**src/hw/rtl/vig_fifo.sv**
```systemverilog
// Small register-based first-in first-out queue.
`timescale 1ns / 1ps
`default_nettype none
module vig_fifo #(
    parameter int W     = 8,
    parameter int DEPTH = 2
) (
    input  wire logic         i_clk,
    input  wire logic         i_rst_n,
    input  wire logic         i_push,
    input  wire logic [W-1:0] i_data,
    output logic              o_full,
    input  wire logic         i_pop,
    output logic [W-1:0]      o_data,
    output logic              o_empty
);

    localparam int AW = $clog2(DEPTH);

    logic [W-1:0]  r_mem [DEPTH];
    logic [AW-1:0] r_wp;
    logic [AW-1:0] r_rp;
    logic [AW:0]   r_cnt;
    logic [AW:0]   n_cnt;
    logic          s_push;
    logic          s_pop;

    assign o_full  = r_cnt == (AW+1)'(DEPTH);
    assign o_empty = r_cnt == '0;
    assign s_push  = i_push && !o_full;
    assign s_pop   = i_pop && !o_empty;
    assign n_cnt   = r_cnt + (AW+1)'(s_push) - (AW+1)'(s_pop);
    assign o_data  = r_mem[r_rp];

    always_ff @(posedge i_clk) begin
        if (!i_rst_n) begin
            r_wp  <= '0;
            r_rp  <= '0;
            r_cnt <= '0;
        end else begin
            r_cnt <= n_cnt;
            if (s_push) begin
                r_wp <= r_wp + 1'b1;
            end
            if (s_pop) begin
                r_rp <= r_rp + 1'b1;
            end
        end
    end

    always_ff @(posedge i_clk) begin
        if (s_push) begin
            r_mem[r_wp] <= i_data;
        end
    end

endmodule
`default_nettype wire

```
**config.mk**
```make
export PLATFORM = sky130hd
export DESIGN_NAME = vig_fifo
export DESIGN_NICKNAME = d
export VERILOG_FILES = /design/src/hw/rtl/vig_fifo.sv
export SDC_FILE = /design/constraint.sdc
export NUM_CORES = 1
export LEC_CHECK = 0
export BUFFER_PORTS_ARGS = -buffer_cell sky130_fd_sc_hd__buf_2
export CAP_MARGIN = 30
export CORE_MARGIN = 2
export CORE_UTILIZATION = 36
export DETAILED_ROUTE_END_ITERATION = 12
export PLACE_DENSITY_LB_ADDON = 0.15
export SYNTH_ARGS = -nofsm -noshare
export SYNTH_HDL_FRONTEND = slang
export SYNTH_SLANG_ARGS = --single-unit
```
**constraint.sdc**
```tcl
create_clock -name i_clk -period 4.42 [get_ports i_clk]
set_input_delay 0.884 -clock i_clk [delete_from_list [all_inputs] [get_ports i_clk]]
set_output_delay 0.884 -clock i_clk [all_outputs]
set_load 0.01 [all_outputs]
```
==> impl_metrics.toml, run 1 <==
[critical_path]
crit_type = "flop to output pin"
r2r_start = "r_cnt[0]$_SDFF_PN0_"
r2r_slack_ns = 2.74
ff2ff_path_depth = 8
path_cells = "mux2_2 -> buf_2"
critical_path.max_fanout = 8
critPathRequiredTime_ns = 3.54
endpoint_kind = "output pin"
reg2reg_to = "r_cnt[1]$_SDFF_PN0_"
slowest_delay_ns = 0.55
worstSetupStartpointType = "flop"
critPathArrivalTime_ns = 1.36
cpMaxStageDelayCell = "dfxtp_1"

[drt]
wl_per_cell_um = 11.0
antenna_left = 0
routed_wl_um = 1140
num_vias = 457
drt_first_pass_iters = 2
drt_iter0_markers = 1
drc = 0
vias_per_cell = 4.39

[sta]
period_share_pct = 50.7
tns_ns = 0
finalSetupViolations = 0
finClkSkew_ns = 0.00555
hold_violations = 0
hold_ws_ns = 0.487
maxSlewViolCount = 0
relSlewSlack_pct = 51.6
worst_pin_slew_ns = 0.724
fin_crit_ns = 2.24
fmax_mhz = 446
rsz0062_at_grt = "false"

[logic_synthesis]
yosysSeqAreaShare_pct = 71.5
synth_seq_cells = 21
syn_area_um2 = 812
syn_nets = 66
ys_async_sr_fraction_pct = 0
ys_warn_count = 0
ys.flop_type = "edfxtp_1"
synth_cells = 52
avgSynthCellArea_um2 = 15.6
yosysUniqueCellTypes = 17
synth_enable_flop_cells = 16

[cells_and_area]
num_antenna_cells = 0
drive_gt1_share_pct = 44.7
layout.nets = 91
syn_to_final_growth_pct = 19.9

[die]
start_util_pct = 37.4
core-area_um2 = 2170
row_count = 17
fp.dieH_um = 51.5
dieWidth_um = 51.5
pin_count = 22
die_area_um2 = 2650

[global_routing]
grt_usage_pct = 9.75
grt_pass1_vias = 426
antenna_found_initial = 0
grt_overflow = 0
grt_max_degree = 12
grt_pass1_wl_um = 1740

[worst_hold_path]
hold_depth = 2
hold_end = "r_wp$_SDFFE_PN0N_"
hold_class = "flop to flop"
hp-start = "r_wp$_SDFFE_PN0N_"

[placement]
gp_congestion = 0.713
hpwl_um = 838
port_buffers = 21

[power]
p_leak_uw = 0.000406
powerDensity_nw_per_um2 = 547
peakVddDrop_uv = 229

[clock_network]
cts_tree = "done"
insertion_delay_ns = 0.29
clock-root-buffer = "clkbuf_4"
post_cts_buffers = 0
cts.repair.resized = 0
ctsHoldBuffers = 0
clk_path_buf_depth = 2
cts.sinks = 21
cts_buffers = 3
h-tree-depth = 1
path_clk_slew_ns = 0.11

[outcome]
status = "finished clean"

[flow_run]
cap_violations = 0
## metal layers
metal  up-vias  track usage (%)  part of all wire (%)
met2        12             15.6                    50
met4         0             7.89                  0.96
li1        232                -                     -
met5         -                0                     0
met1       211             10.7                    43
met3         2             2.87                   6.1
## state kept, by name, summed over array words and instances, names as in the netlist, named ones only
name   count
r_mem     16
r_cnt      2
r_rp       1
r_wp       1
## cell families after synthesis
family	count (synthesis)	synth area share, %
multiplexers	9	12.3
adder cells (fa/ha/maj)	2	3.08
XOR/XNOR	2	2.16
flip-flops	21	71.5
buffers and inverters	4	2.00
AND/OR/NAND/NOR	13	7.86
AO/OA/AOI/OAI	1	1.08
## power by group
group | internal (µW) | switching, µW | leakage, µW
logic | 83.5 | 78.8 | 0.000200
clock network | 35.0 | 50.4 | 0.0000150
registers | 258 | 26.7 | 0.000191
## critical path, delay by kind of cell (launching register included)
family | cells | cell delay [ns]
buf+inv | 1 | 0.14
flops | 1 | 0.55
mux | 1 | 0.38
## cells in the final DEF, fill, tap and decap left out
master	instances
buf_2	21
nor2_1	5
edfxtp_1	16
xor2_1	1
clkbuf_1	1
nor3_1	1
xnor2_1	1
and2_2	1
inv_1	3
o21a_2	1
mux2i_1	1
nand2b_1	2
and3_1	1
dfxtp_1	5
mux2_2	8
ha_1	2
clkbuf_4	3
nand2_1	2
and2_1	1
## synth_stat cells, types with 2 or more instances
library cell / count / area [µm²]
nand2b_1: 2 / 12.5
mux2_2: 8 / 90.1
edfxtp_1: 16 / 480
nor2_1: 5 / 18.8
inv_1: 3 / 11.3
ha_1: 2 / 25.0
nand2_1: 2 / 7.51
dfxtp_1: 5 / 100
## through the flow
stage	power (µW)	cell area, µm²	setup slack, ns	std cells	util, %
3_3_place_gp	453	947	2.33	100	43.7
3_5_place_dp	457	947	2.30	100	43.7
4_1_cts	544	973	2.11	104	44.9
5_1_grt	575	973	2.08	104	44.9
2_1_floorplan	399	812	2.46	52	-
6_report	532	973	2.18	104	44.9
## area by class of cell
class | count | area (µm²)
multi-input cells | 27 | 215
repair buffers | 21 | 105
well taps | 28 | 35.0
flip-flops and latches | 21 | 581
fillers | 223 | 1200
clock buffers | 4 | 26.3
inverters | 3 | 11.3
## how the worst max path moves through the flow
stage | to | cells after the start
after floorplan | r_cnt[1]$_SDFF_PN0_ | 7
after global placement | r_cnt[1]$_SDFF_PN0_ | 8
after detailed placement | r_cnt[1]$_SDFF_PN0_ | 8
after CTS | o_data[7] | 2
after global routing | o_data[1] | 2
final | o_data[7] | 2
Note: power is estimated with default switching activity, not from simulation.
==> run 2: changes to the inputs <==
clock period = 2 ns   (was 4.42 ns; I/O delays follow)
==> run 2 against run 1 <==
  * Worst hold slack worse by 0.20 ns
  * Sequential cell count unchanged
  * Wire length down 2.3%
  * Clock skew up 0.0023 ns
  * Via count up 1.1%
  * Sequential share of layout area down 0.53 points
  * Non-clock buffer count up 1
  * Highest routed layer is now met3
  * Clock power up 130%
  * Critical path depth unchanged
  * Register-to-register slack worse by 2.4 ns
  * Combinational power up 130%
==> impl_metrics.toml, run 2 (synthesis gave the netlist of run 1 again) <==
[sta]
period_share_pct = 88.6
worst_pin_slew_ns = 0.445
hold_violations = 0
tns_ns = 0
hold_ws_ns = 0.284
finalSetupViolations = 0
fmax_mhz = 565
maxSlewViolCount = 0
rsz0062_at_grt = "false"
relSlewSlack_pct = 70.2
finClkSkew_ns = 0.00783
final.setup.worst_slack_ns = 0.229
fin_crit_ns = 1.77

[global_routing]
grt_usage_pct = 8.87
grt_overflow = 0
grt_pass1_wl_um = 1660
grt_max_degree = 13
grt_pass1_vias = 406
antenna_found_initial = 0

[cells_and_area]
drive_gt1_share_pct = 46.8
final_common_cell = "buf_2"
largest_reg_flops = 16
layout.nets = 92
num_antenna_cells = 0
top_register = "r_mem"
multi_input_area_um2 = 215
final_cell_mix = "buf_2 (21), edfxtp_1 (16), mux2_2 (8), nor2_1 (5), dfxtp_1 (5)"
finalNonFillerCells = 105
fillers = 224
reg_top3 = "r_mem: 16 flops, r_cnt: 2 flops"
syn_to_final_growth_pct = 21.0
seq_area_um2 = 581

[power]
powerDensity_nw_per_um2 = 1210
combPwrFrac_pct = 31.0
seq_power_share_pct = 52.7
switchingPower_uw = 355
peakVddDrop_uv = 547
switching_share_pct = 29.8
pwr-share-clk_pct = 16.3
p_leak_uw = 0.000414
p_int_uw = 836

[worst_hold_path]
hold_class = "primary input to flop"
hold_depth = 1
hold_end = "r_mem[0][4]$_DFFE_PP_"
hp-start = "i_data[4]"

[clock_network]
path_clk_slew_ns = 0.12
post_cts_buffers = 0
ctsHoldBuffers = 0
cts_buffers = 3
clock-root-buffer = "clkbuf_4"
cts_tree = "done"
clk_path_buf_depth = 2
insertion_delay_ns = 0.29
cts.sinks = 21
h-tree-depth = 1
cts.repair.resized = 0

[die]
start_util_pct = 37.4
core-area_um2 = 2170
dieWidth_um = 51.5
pin_count = 22
die_area_um2 = 2650
row_count = 17
fp.dieH_um = 51.5

[flow_run]
cap_violations = 0

[placement]
port_buffers = 21
place_ws_ns = 0.334
gp_congestion = 0.684
hpwl_um = 836
dp_cells = 101

[drt]
vias_per_cell = 4.40
routed_wl_um = 1110
drt_first_pass_iters = 2
num_vias = 462
drt_iter0_markers = 2
drc = 0
antenna_left = 0
wl_per_cell_um = 10.6

[critical_path]
critPathRequiredTime_ns = 1.60
crit_type = "flop to output pin"
r2r_slack_ns = 0.35
ff2ff_path_depth = 8
r2r_start = "r_cnt[0]$_SDFF_PN0_"
critical_path.max_fanout = 8
critPathArrivalTime_ns = 1.37
worstSetupStartpointType = "flop"
endpoint_kind = "output pin"
reg2reg_to = "r_cnt[1]$_SDFF_PN0_"

[outcome]
status = "finished clean"
run 2: worst max-delay path by stage:
stage	startpoint	to	slack [ns]
after floorplan	r_cnt[0]$_SDFF_PN0_	r_cnt[1]$_SDFF_PN0_	0.46
after global placement	i_pop	r_cnt[1]$_SDFF_PN0_	0.39
after detailed placement	i_pop	r_cnt[1]$_SDFF_PN0_	0.33
after CTS	flop	o_data[7]	0.19
after global routing	r_cnt[0]$_SDFF_PN0_	r_cnt[1]$_SDFF_PN0_	0.14
final	flop	o_data[7]	0.23
run 2: critical path, cell delays in order, from the launching register on:
cell,delay [ns]
dfxtp_1,0.56
mux2_2,0.38
buf_2,0.14
run 2: per-layer routing:
layer	up-vias	GRT usage, %	wire [µm]
met4	0	3.95	0
met2	12	15.8	573
met5	-	0	0
li1	237	-	-
met3	0	3.16	85
met1	213	9.30	455
run 2: through the flow:
step	cell area [µm²]	util, %	power, µW
after floorplan	812	-	881
after global placement	955	44.0	1010
after detailed placement	955	44.0	1020
after CTS	982	45.3	1210
after global routing	982	45.3	1270
final	982	45.3	1190
run 2: power groups by stage:
stage | clock network (µW) | logic (µW) | registers, µW
finish | 194 | 370 | 627
global route | 219 | 417 | 638
CTS | 202 | 378 | 629
detailed placement | 0 | 377 | 640
global placement | 0 | 371 | 637
floorplan | 0 | 274 | 607
run 2: area by class of cell:
class | count | area share [%]
tap | 28 | 3.57
clock inverter | 1 | 0.510
timing repair buffer | 22 | 11.5
sequential | 21 | 59.1
clock buffer | 3 | 2.29
multi-input combinational | 27 | 21.9
inverter | 3 | 1.15
