$ cat src/hw/rtl/vig_pkg.sv
// Shared types, constants and tables for the volume index to gain block.
`timescale 1ns / 1ps
`default_nettype none
package vig_pkg;

    localparam int UI_BITS_DEF = 8;
    localparam int CURVE_W     = 28;
    localparam int DB_W        = 12;
    localparam int PT_W        = 7;
    localparam int CFG_IDX_W   = 3;
    localparam int CFG_DATA_W  = 28;
    localparam int AMPL_W      = 16;

    localparam logic [CURVE_W-1:0] CURVE_RST = 28'd210700801;
    localparam logic [DB_W-1:0]    DB0_RST   = 12'hDBC;  // -580
    localparam logic [DB_W-1:0]    DB1_RST   = 12'hE70;  // -400
    localparam logic [DB_W-1:0]    DB2_RST   = 12'hF56;  // -170
    localparam logic [DB_W-1:0]    DB3_RST   = 12'h000;
    localparam int                 IMIN_RST  = 0;
    localparam int                 IMAX_RST  = 15;

    // Attenuation is split into 200 * q + r with a reciprocal multiply.
    localparam int ATT_BIAS    = 2200;
    localparam int RECIP_200   = 5243;
    localparam int RECIP_SHIFT = 20;
    localparam int Q1_UNITY    = 12;
    localparam int Q1_FLOOR    = 5;
    localparam int Q1_ZERO_DB  = 11;

    localparam int EXP_W   = 34;
    localparam int T_W     = 19;
    localparam int P10_W   = 17;
    localparam int FRAC    = 30;

    localparam logic [AMPL_W-1:0] AMPL_UNITY = 16'd32768;
    localparam logic [AMPL_W-1:0] AMPL_SAT   = 16'd65535;

    localparam logic [63:0] LN10_Q30 =
        (64'd2302585093 * 64'd1073741824 + 64'd500000000) / 64'd1000000000;

    typedef enum logic [1:0] {
        REG_BELOW = 2'd0,
        REG_ON    = 2'd1,
        REG_ABOVE = 2'd2,
        REG_BAD   = 2'd3
    } t_region;

    typedef enum logic [CFG_IDX_W-1:0] {
        CFG_CURVE = 3'd0,
        CFG_DB0   = 3'd1,
        CFG_DB1   = 3'd2,
        CFG_DB2   = 3'd3,
        CFG_DB3   = 3'd4,
        CFG_IMIN  = 3'd5,
        CFG_IMAX  = 3'd6
    } t_cfg_idx;

    typedef logic [3:0][DB_W-1:0] t_db_arr;

    typedef struct packed {
        t_region            region;
        logic [PT_W-1:0]    dvol;
        logic [PT_W-1:0]    den;
        logic signed [12:0] ddb;
        logic signed [11:0] dbs;
    } t_mid;

    typedef struct packed {
        t_region            region;
        logic signed [11:0] dbs;
        logic               neg;
    } t_d2_pay;

    typedef struct packed {
        logic signed [11:0] att;
        t_region            region;
        logic               sat;
        logic               zero;
    } t_d3_pay;

    typedef struct packed {
        logic [AMPL_W-1:0]  amplitude;
        logic signed [11:0] attenuation;
        t_region            region;
    } t_out;

    typedef logic [199:0][EXP_W-1:0] t_exp_tbl;

    // e^(r*ln10/200) in Q30 by a truncated Taylor series, built at elaboration.
    function automatic t_exp_tbl build_exp_tbl();
        t_exp_tbl    tbl;
        logic [127:0] x;
        logic [127:0] term;
        logic [127:0] sum;
        int          r;
        int          k;
        for (r = 0; r < 200; r++) begin
            x    = (128'(r) * 128'(LN10_Q30) + 128'd100) / 128'd200;
            term = 128'd1 << FRAC;
            sum  = term;
            for (k = 1; k <= 40; k++) begin
                if (term != 0) begin
                    term = ((term * x) >> FRAC) / 128'(k);
                    sum  = sum + term;
                end
            end
            tbl[r] = sum[EXP_W-1:0];
        end
        return tbl;
    endfunction

    localparam t_exp_tbl EXP_TBL = build_exp_tbl();

    function automatic logic [P10_W-1:0] pow10(input logic [2:0] n);
        logic [P10_W-1:0] v;
        case (n)
            3'd0:    v = 17'd1;
            3'd1:    v = 17'd10;
            3'd2:    v = 17'd100;
            3'd3:    v = 17'd1000;
            3'd4:    v = 17'd10000;
            3'd5:    v = 17'd100000;
            default: v = 17'd1;
        endcase
        return v;
    endfunction

    // Rounding offset 2^14 * 10^n, half of the full divisor 2^15 * 10^n.
    function automatic logic [EXP_W-1:0] round_half(input logic [2:0] n);
        return EXP_W'(pow10(n)) << 14;
    endfunction

endpackage
`default_nettype wire

$ cat src/hw/rtl/vig_div.sv
// Pipelined unsigned restoring divider, one quotient bit per stage.
`timescale 1ns / 1ps
`default_nettype none
module vig_div #(
    parameter int NW = 19,
    parameter int DW = 17,
    parameter int PW = 1
) (
    input  wire logic          i_clk,
    input  wire logic          i_rst_n,
    input  wire logic          i_en,
    input  wire logic          i_vld,
    input  wire logic [NW-1:0] i_num,
    input  wire logic [DW-1:0] i_den,
    input  wire logic [PW-1:0] i_pay,
    output logic               o_vld,
    output logic [NW-1:0]      o_quo,
    output logic [PW-1:0]      o_pay
);

    logic          r_vld [NW];
    logic [NW-1:0] r_num [NW];
    logic [DW-1:0] r_rem [NW];
    logic [DW-1:0] r_den [NW];
    logic [PW-1:0] r_pay [NW];

    for (genvar k = 0; k < NW; k++) begin : g_stage
        logic          s_vld;
        logic [NW-1:0] s_num;
        logic [DW-1:0] s_rem;
        logic [DW-1:0] s_den;
        logic [PW-1:0] s_pay;
        logic [DW:0]   s_trial;
        logic [DW:0]   s_diff;
        logic          s_ge;
        logic [DW-1:0] n_rem;
        logic [NW-1:0] n_num;

        if (k == 0) begin : g_first
            assign s_vld = i_vld;
            assign s_num = i_num;
            assign s_rem = '0;
            assign s_den = i_den;
            assign s_pay = i_pay;
        end else begin : g_next
            assign s_vld = r_vld[k-1];
            assign s_num = r_num[k-1];
            assign s_rem = r_rem[k-1];
            assign s_den = r_den[k-1];
            assign s_pay = r_pay[k-1];
        end

        // Numerator bits shift out at the top while quotient bits shift in below.
        assign s_trial = {s_rem, s_num[NW-1]};
        assign s_diff  = s_trial - {1'b0, s_den};
        assign s_ge    = s_trial >= {1'b0, s_den};
        assign n_rem   = s_ge ? s_diff[DW-1:0] : s_trial[DW-1:0];
        assign n_num   = {s_num[NW-2:0], s_ge};

        always_ff @(posedge i_clk) begin
            if (!i_rst_n) begin
                r_vld[k] <= 1'b0;
            end else if (i_en) begin
                r_vld[k] <= s_vld;
            end
        end

        always_ff @(posedge i_clk) begin
            if (i_en) begin
                r_num[k] <= n_num;
                r_rem[k] <= n_rem;
                r_den[k] <= s_den;
                r_pay[k] <= s_pay;
            end
        end
    end

    assign o_vld = r_vld[NW-1];
    assign o_quo = r_num[NW-1];
    assign o_pay = r_pay[NW-1];

endmodule
`default_nettype wire

$ cat src/hw/rtl/vig_front.sv
// Front end: rescales the index onto the curve and picks the segment.
`timescale 1ns / 1ps
`default_nettype none
module vig_front
    import vig_pkg::*;
#(
    parameter int UI_INDEX_BITS = UI_BITS_DEF
) (
    input  wire logic                     i_clk,
    input  wire logic                     i_rst_n,
    input  wire logic                     i_push,
    output logic                          o_full,
    input  wire logic [UI_INDEX_BITS-1:0] i_ui_index,
    input  wire logic [CURVE_W-1:0]       i_curve,
    input  wire t_db_arr                  i_db,
    input  wire logic [UI_INDEX_BITS-1:0] i_imin,
    input  wire logic [UI_INDEX_BITS-1:0] i_imax,
    output logic                          o_mid_push,
    output t_mid                          o_mid,
    input  wire logic                     i_mid_full
);

    localparam int U  = UI_INDEX_BITS;
    localparam int MW = U + 7;
    localparam int VW = U + 9;
    localparam int PRW = U + 10;

    logic                 s_en;
    logic signed [8:0]    s_nb;
    logic signed [U:0]    s_diff;
    logic signed [PRW-1:0] s_prod;
    logic signed [PRW-1:0] s_abs;
    logic                 s_bad;

    logic                 r_p_vld;
    logic [MW-1:0]        r_p_mag;
    logic                 r_p_neg;
    logic                 r_p_bad;
    logic [U-1:0]         r_p_den;

    logic                 s_d_vld;
    logic [MW-1:0]        s_d_quo;
    logic [1:0]           s_d_pay;

    logic signed [VW-1:0] s_vol;
    logic [PT_W-1:0]      s_pt [4];
    logic signed [VW-1:0] s_ptw [4];
    logic [1:0]           s_seg;
    t_region              s_region;
    logic signed [VW-1:0] s_dv;

    // The whole front moves together and holds when its last result cannot go.
    assign s_en   = !(s_d_vld && i_mid_full);
    assign o_full = !s_en;

    assign s_nb   = 9'sd1 + $signed({2'b0, i_curve[3*PT_W +: PT_W]})
                  - $signed({2'b0, i_curve[0 +: PT_W]});
    assign s_diff = $signed({1'b0, i_ui_index}) - $signed({1'b0, i_imin});
    assign s_prod = PRW'(s_nb) * PRW'(s_diff);
    assign s_abs  = s_prod[PRW-1] ? -s_prod : s_prod;
    assign s_bad  = i_imax <= i_imin;

    always_ff @(posedge i_clk) begin
        if (!i_rst_n) begin
            r_p_vld <= 1'b0;
        end else if (s_en) begin
            r_p_vld <= i_push;
        end
    end

    always_ff @(posedge i_clk) begin
        if (s_en) begin
            r_p_mag <= s_abs[MW-1:0];
            r_p_neg <= s_prod[PRW-1];
            r_p_bad <= s_bad;
            r_p_den <= s_bad ? U'(1) : i_imax - i_imin;
        end
    end

    vig_div #(
        .NW (MW),
        .DW (U),
        .PW (2)
    ) u_div (
        .i_clk   (i_clk),
        .i_rst_n (i_rst_n),
        .i_en    (s_en),
        .i_vld   (r_p_vld),
        .i_num   (r_p_mag),
        .i_den   (r_p_den),
        .i_pay   ({r_p_bad, r_p_neg}),
        .o_vld   (s_d_vld),
        .o_quo   (s_d_quo),
        .o_pay   (s_d_pay)
    );

    assign s_vol = s_d_pay[0] ? -$signed({2'b0, s_d_quo}) : $signed({2'b0, s_d_quo});

    for (genvar k = 0; k < 4; k++) begin : g_pt
        assign s_pt[k]  = i_curve[k*PT_W +: PT_W];
        assign s_ptw[k] = $signed(VW'(s_pt[k]));
    end

    always_comb begin
        s_seg    = 2'd0;
        s_region = REG_ON;
        if (s_d_pay[1]) begin
            s_region = REG_BAD;
        end else if (s_vol < s_ptw[0]) begin
            s_region = REG_BELOW;
        end else if (s_vol < s_ptw[1]) begin
            s_seg = 2'd0;
        end else if (s_vol < s_ptw[2]) begin
            s_seg = 2'd1;
        end else if (s_vol <= s_ptw[3]) begin
            s_seg = 2'd2;
        end else begin
            s_region = REG_ABOVE;
        end
    end

    assign s_dv = s_vol - s_ptw[s_seg];

    assign o_mid_push   = s_d_vld && s_en;
    assign o_mid.region = s_region;
    assign o_mid.dvol   = s_dv[PT_W-1:0];
    assign o_mid.den    = s_pt[s_seg + 2'd1] - s_pt[s_seg];
    assign o_mid.ddb    = 13'($signed(i_db[s_seg + 2'd1])) - 13'($signed(i_db[s_seg]));
    assign o_mid.dbs    = $signed(i_db[s_seg]);

endmodule
`default_nettype wire

$ cat config.mk
export PLATFORM = sky130hd
export DESIGN_NAME = vig_front
export DESIGN_NICKNAME = d
export VERILOG_FILES = /design/src/hw/rtl/vig_pkg.sv /design/src/hw/rtl/vig_div.sv /design/src/hw/rtl/vig_front.sv
export SDC_FILE = /design/constraint.sdc
export NUM_CORES = 1
export LEC_CHECK = 0
export BUFFER_PORTS_ARGS = -buffer_cell sky130_fd_sc_hd__clkbuf_2
export CORE_AREA = 2 2 230 232
export CTS_CLUSTER_SIZE = 28
export DETAILED_ROUTE_END_ITERATION = 8
export DIE_AREA = 0 0 232 234
export GPL_ROUTABILITY_DRIVEN = 1
export PLACE_DENSITY = 0.72
export SYNTH_ARGS = -nofsm -noshare
export SYNTH_HDL_FRONTEND = slang
export SYNTH_SLANG_ARGS = --single-unit
$ cat constraint.sdc
create_clock -name i_clk -period 29 [get_ports i_clk]
set_input_delay 2.9 -clock i_clk [delete_from_list [all_inputs] [get_ports i_clk]]
set_output_delay 2.9 -clock i_clk [all_outputs]
set_load 0.05 [all_outputs]
==> results by group <==
Timing
  • Final Hold Fails: 0
  • Slew Limit Fails: 0
  • Clk_skew: about 32 ps
  • Fmax: ~90 MHz
  • Slew @ Worst Pin: 1202 ps
  • Unrepaired setup endpoints after global routing: no
  • Fin crit share: a little under two fifths
  • Setup_tns: 0 ps
  • Tmin final: ~11,000 ps
  • Final Setup Violations: 0
  • Worst slew margin: 19.04%

Setup path
  • Crit Reg-Reg Startpoint: u_div.r_den[0][49]$_DFFE_PN_
  • CP max FO: 30
  • CP cell instances: clkbuf_2 -> inv_1 -> ha_1 -> a21o_1 -> a31oi_1 -> o21ai_0 -> o221ai_1 -> or4_4 -> or2_2 -> nand2_2 -> o21ai_0 -> ha_1 -> inv_1 -> fa_1 -> a21o_1 -> a21oi_1 -> o21ai_0 -> a21oi_1 -> o21bai_1 -> a21oi_1 -> o21ai_0 -> o21ai_0 -> a31o_2 -> clkbuf_2
  • CP Data Required Time: approximately 26,000 ps
  • Setup Crit Path Kind: in2out
  • Worst-case reg-to-reg path depth: 11
  • CP dominant cell by count: o21ai_0
  • CP Launch Type: primary input
  • Critical path endpoint category: primary output
  • Crit path DAT: 8190 ps
  • Setup slack, reg-to-reg: 25,520 ps
  • Crit path buffers/inverters: 4
  • Critical-path top delay cell: or2_2
  • Crit-path leading delay family: compound AO/OA/AOI/OAI gates
  • Worst R2R End: u_div.r_rem[7][5]$_DFFE_PN_
  • CP peak stage delay: around 540 ps

Synth
  • Cell count after synthesis: 2,236
  • Yosys reg bits: between 500 and 600
  • YS warnings: 0
  • Seq/Total Area, Yosys: between 50% and 60%
  • Post-synth cell types: 58
  • Ys flop type: edfxtp_1
  • Ranking of synthesized cells by area: edfxtp_1 (55%), ha_1 (10%), fa_1 (6.4%), inv_1 (4.5%), mux2_2 (2.6%)
  • Most common library cells after synthesis: edfxtp_1 (518), inv_1 (336), ha_1 (232), nor2_1 (194), o21ai_0 (101)
  • Top-area cell type share of the netlist area: 55.05%
  • Cell taking the most area after synthesis: edfxtp_1
  • Syn Area/Cell: between 10 and 15 sq um
  • Net count after synthesis: between 2,000 and 3,000
  • Post-Syn Area: between 20,000 and 30,000 sq um
  • Post-synth EDFFs: slightly above 500
  • Most common cell in the netlist: edfxtp_1
  • Asr flop ratio synth: 0%

Placed design
  • Port Buffer Count: about 150
  • Final GP Congestion: 0.8974
  • DP HPWL: approximately 38,000 um

Clock network
  • Postcts setup bufs: 0
  • Hold buffers post-CTS: 0
  • Worst-path clk slew: 60 ps
  • Post_cts resized: 0
  • CTS tree: done
  • H-tree depth: 2
  • Clk Latency, worst-skew pair: approximately 600 ps
  • Root buffer cell: clkbuf_16
  • Clk sink count: between 500 and 600
  • Num CTS Buffers: 53
  • CTS Buffer Depth: 3

Run
  • Max_cap viols: 0

Drt
  • DR vias: ~17,000
  • First-pass DRT Iterations: 5
  • Routed wire length: between 50,000 and 60,000 um
  • First DRT Iteration DRCs: 970
  • Drc violations: 0
  • Detail-routed via count per cell: 5.356
  • DRT antenna net count: 0
  • Routed len/inst: roughly 16 um

Finish
  • Final nets: roughly 2,900
  • ANT cells: 0
  • Layout Area Growth over Synthesis: 11.76%
  • Fraction of layout cells with a size suffix above 1: about an eighth

Hold path
  • Hold Path Sink: u_div.r_pay[1][10]$_DFFE_PN_
  • Hold Path Depth: 0
  • Hold Path Class: reg2reg
  • Hold_sp: u_div.r_pay[1][8]$_DFFE_PN_

Global routing
  • Largest net degree at the start of global routing: 213
  • First-pass GRT wire length: between 80,000 and 90,000 um
  • Vias in the first global route: 17,210
  • Initial antenna violation count: 2
  • Total grt overflow: 0
  • GRT Overall Usage: between 10% and 20%

Floorplan
  • # IOs: between 100 and 150
  • Die X: 232 um
  • Die area: ~54,000 sq um
  • DIE HEIGHT: roughly 230 um
  • Standard-cell rows: 84
  • Placeable Area: 52,020 sq um
  • Initial Utilization: between 50% and 60%

Outcome
  • Status: finished, final reports clean
[per-stage QoR]
stage / hold slack (ps) / std cells / area (sq um) / setup WS (ps) / utilization (%)
floorplan: 400.3 / 2236 / 28260 / 10900 / -
global placement: 400.4 / 3060 / 29850 / 18070 / 57.37
detailed placement: 404.5 / 3060 / 29850 / 17940 / 57.37
CTS: 399.0 / 3155 / 31580 / 17920 / 60.71
global route: 396.7 / 3155 / 31580 / 17400 / 60.71
finish: 401.7 / 3155 / 31580 / 17910 / 60.71
[per-layer routing]
layer	vias to the layer above	global-route usage (%)	share of wire, %
met5	-	0	0
met4	0	5.729	2.3
met3	77	2.797	3.7
met2	289	34.83	52
met1	8286	23.00	42
li1	8245	-	-
[worst reg2reg max path, cell delays in order, from the launching register on]
cell,delay [ps]
edfxtp_1,420
inv_1,80
ha_1,330
nor2b_1,140
o21ai_0,230
a21boi_0,170
o21ai_0,250
a21boi_0,170
o21ai_0,260
a21boi_0,160
nor2_1,600
mux2_2,420
[worst max-delay path by stage]
stage	from	depth (start not counted)	to
after floorplan	i_mid_full	3	u_div.r_vld[0][0]$_DFFE_PP_
after global placement	i_curve[9]	24	o_mid[24]
after detailed placement	i_curve[9]	24	o_mid[24]
after CTS	i_curve[9]	24	o_mid[24]
after global routing	i_curve[9]	24	o_mid[24]
final	i_curve[9]	24	o_mid[24]
[registers in the layout (all words and copies together) (netlist names)]
signal / flops
r_p_vld: 1
u_div.r_rem: 112
u_div.r_den: 112
r_p_bad: 1
u_div.r_pay: 30
r_p_neg: 1
r_p_mag: 15
u_div.r_vld: 15
u_div.r_num: 225
r_p_den: 8
[kinds of logic after synthesis]
kind of cell / Yosys count / synth area share (%)
compound gates: 328 / 7.354
xor+xnor: 109 / 3.378
fa+ha+maj: 323 / 16.72
buf+inv: 353 / 4.773
flops: 520 / 55.19
mux: 108 / 4.118
simple gates: 495 / 8.470
[cell usage in the layout (no fill, tap or decap), types with 5 or more instances in the layout]
cell	Yosys	routed
o21ai_0	101	101
clkbuf_16	0	54
a21o_1	45	45
nand3_1	12	12
nor4_1	5	5
bufinv_16	0	6
clkbuf_1	9	5
clkbuf_2	0	146
edfxtp_1	518	518
o22ai_1	15	15
a31oi_1	11	11
nand2b_1	38	38
nand2_1	90	89
nand4_1	30	30
xor2_1	39	39
mux2i_1	42	42
and2_1	25	25
inv_1	336	336
nor2_1	194	194
o21a_1	7	7
nor3_1	11	11
o21bai_1	7	7
xnor2_1	70	70
clkinv_2	0	8
fa_1	91	91
and3_1	18	18
mux2_2	66	66
a21oi_1	59	59
nor2b_1	45	45
or2_2	8	8
or3_1	7	7
ha_1	232	232
buf_4	1	5
a311oi_1	13	13
clkinv_1	0	13
a21boi_0	44	44
[cell type report]
type | instances | area (sq um)
Sequential cell | 520 | 15600
Multi-Input combinational cell | 1363 | 11320
Fill cell | 4022 | 20440
Tap cell | 688 | 860.8
Inverter | 336 | 1261
Clock inverter | 36 | 365.4
Clock buffer | 59 | 1370
Timing Repair Buffer | 153 | 808.3
Power is not shown: default switching activity piles up to over one toggle a cycle in this logic, so the estimate is an artifact.
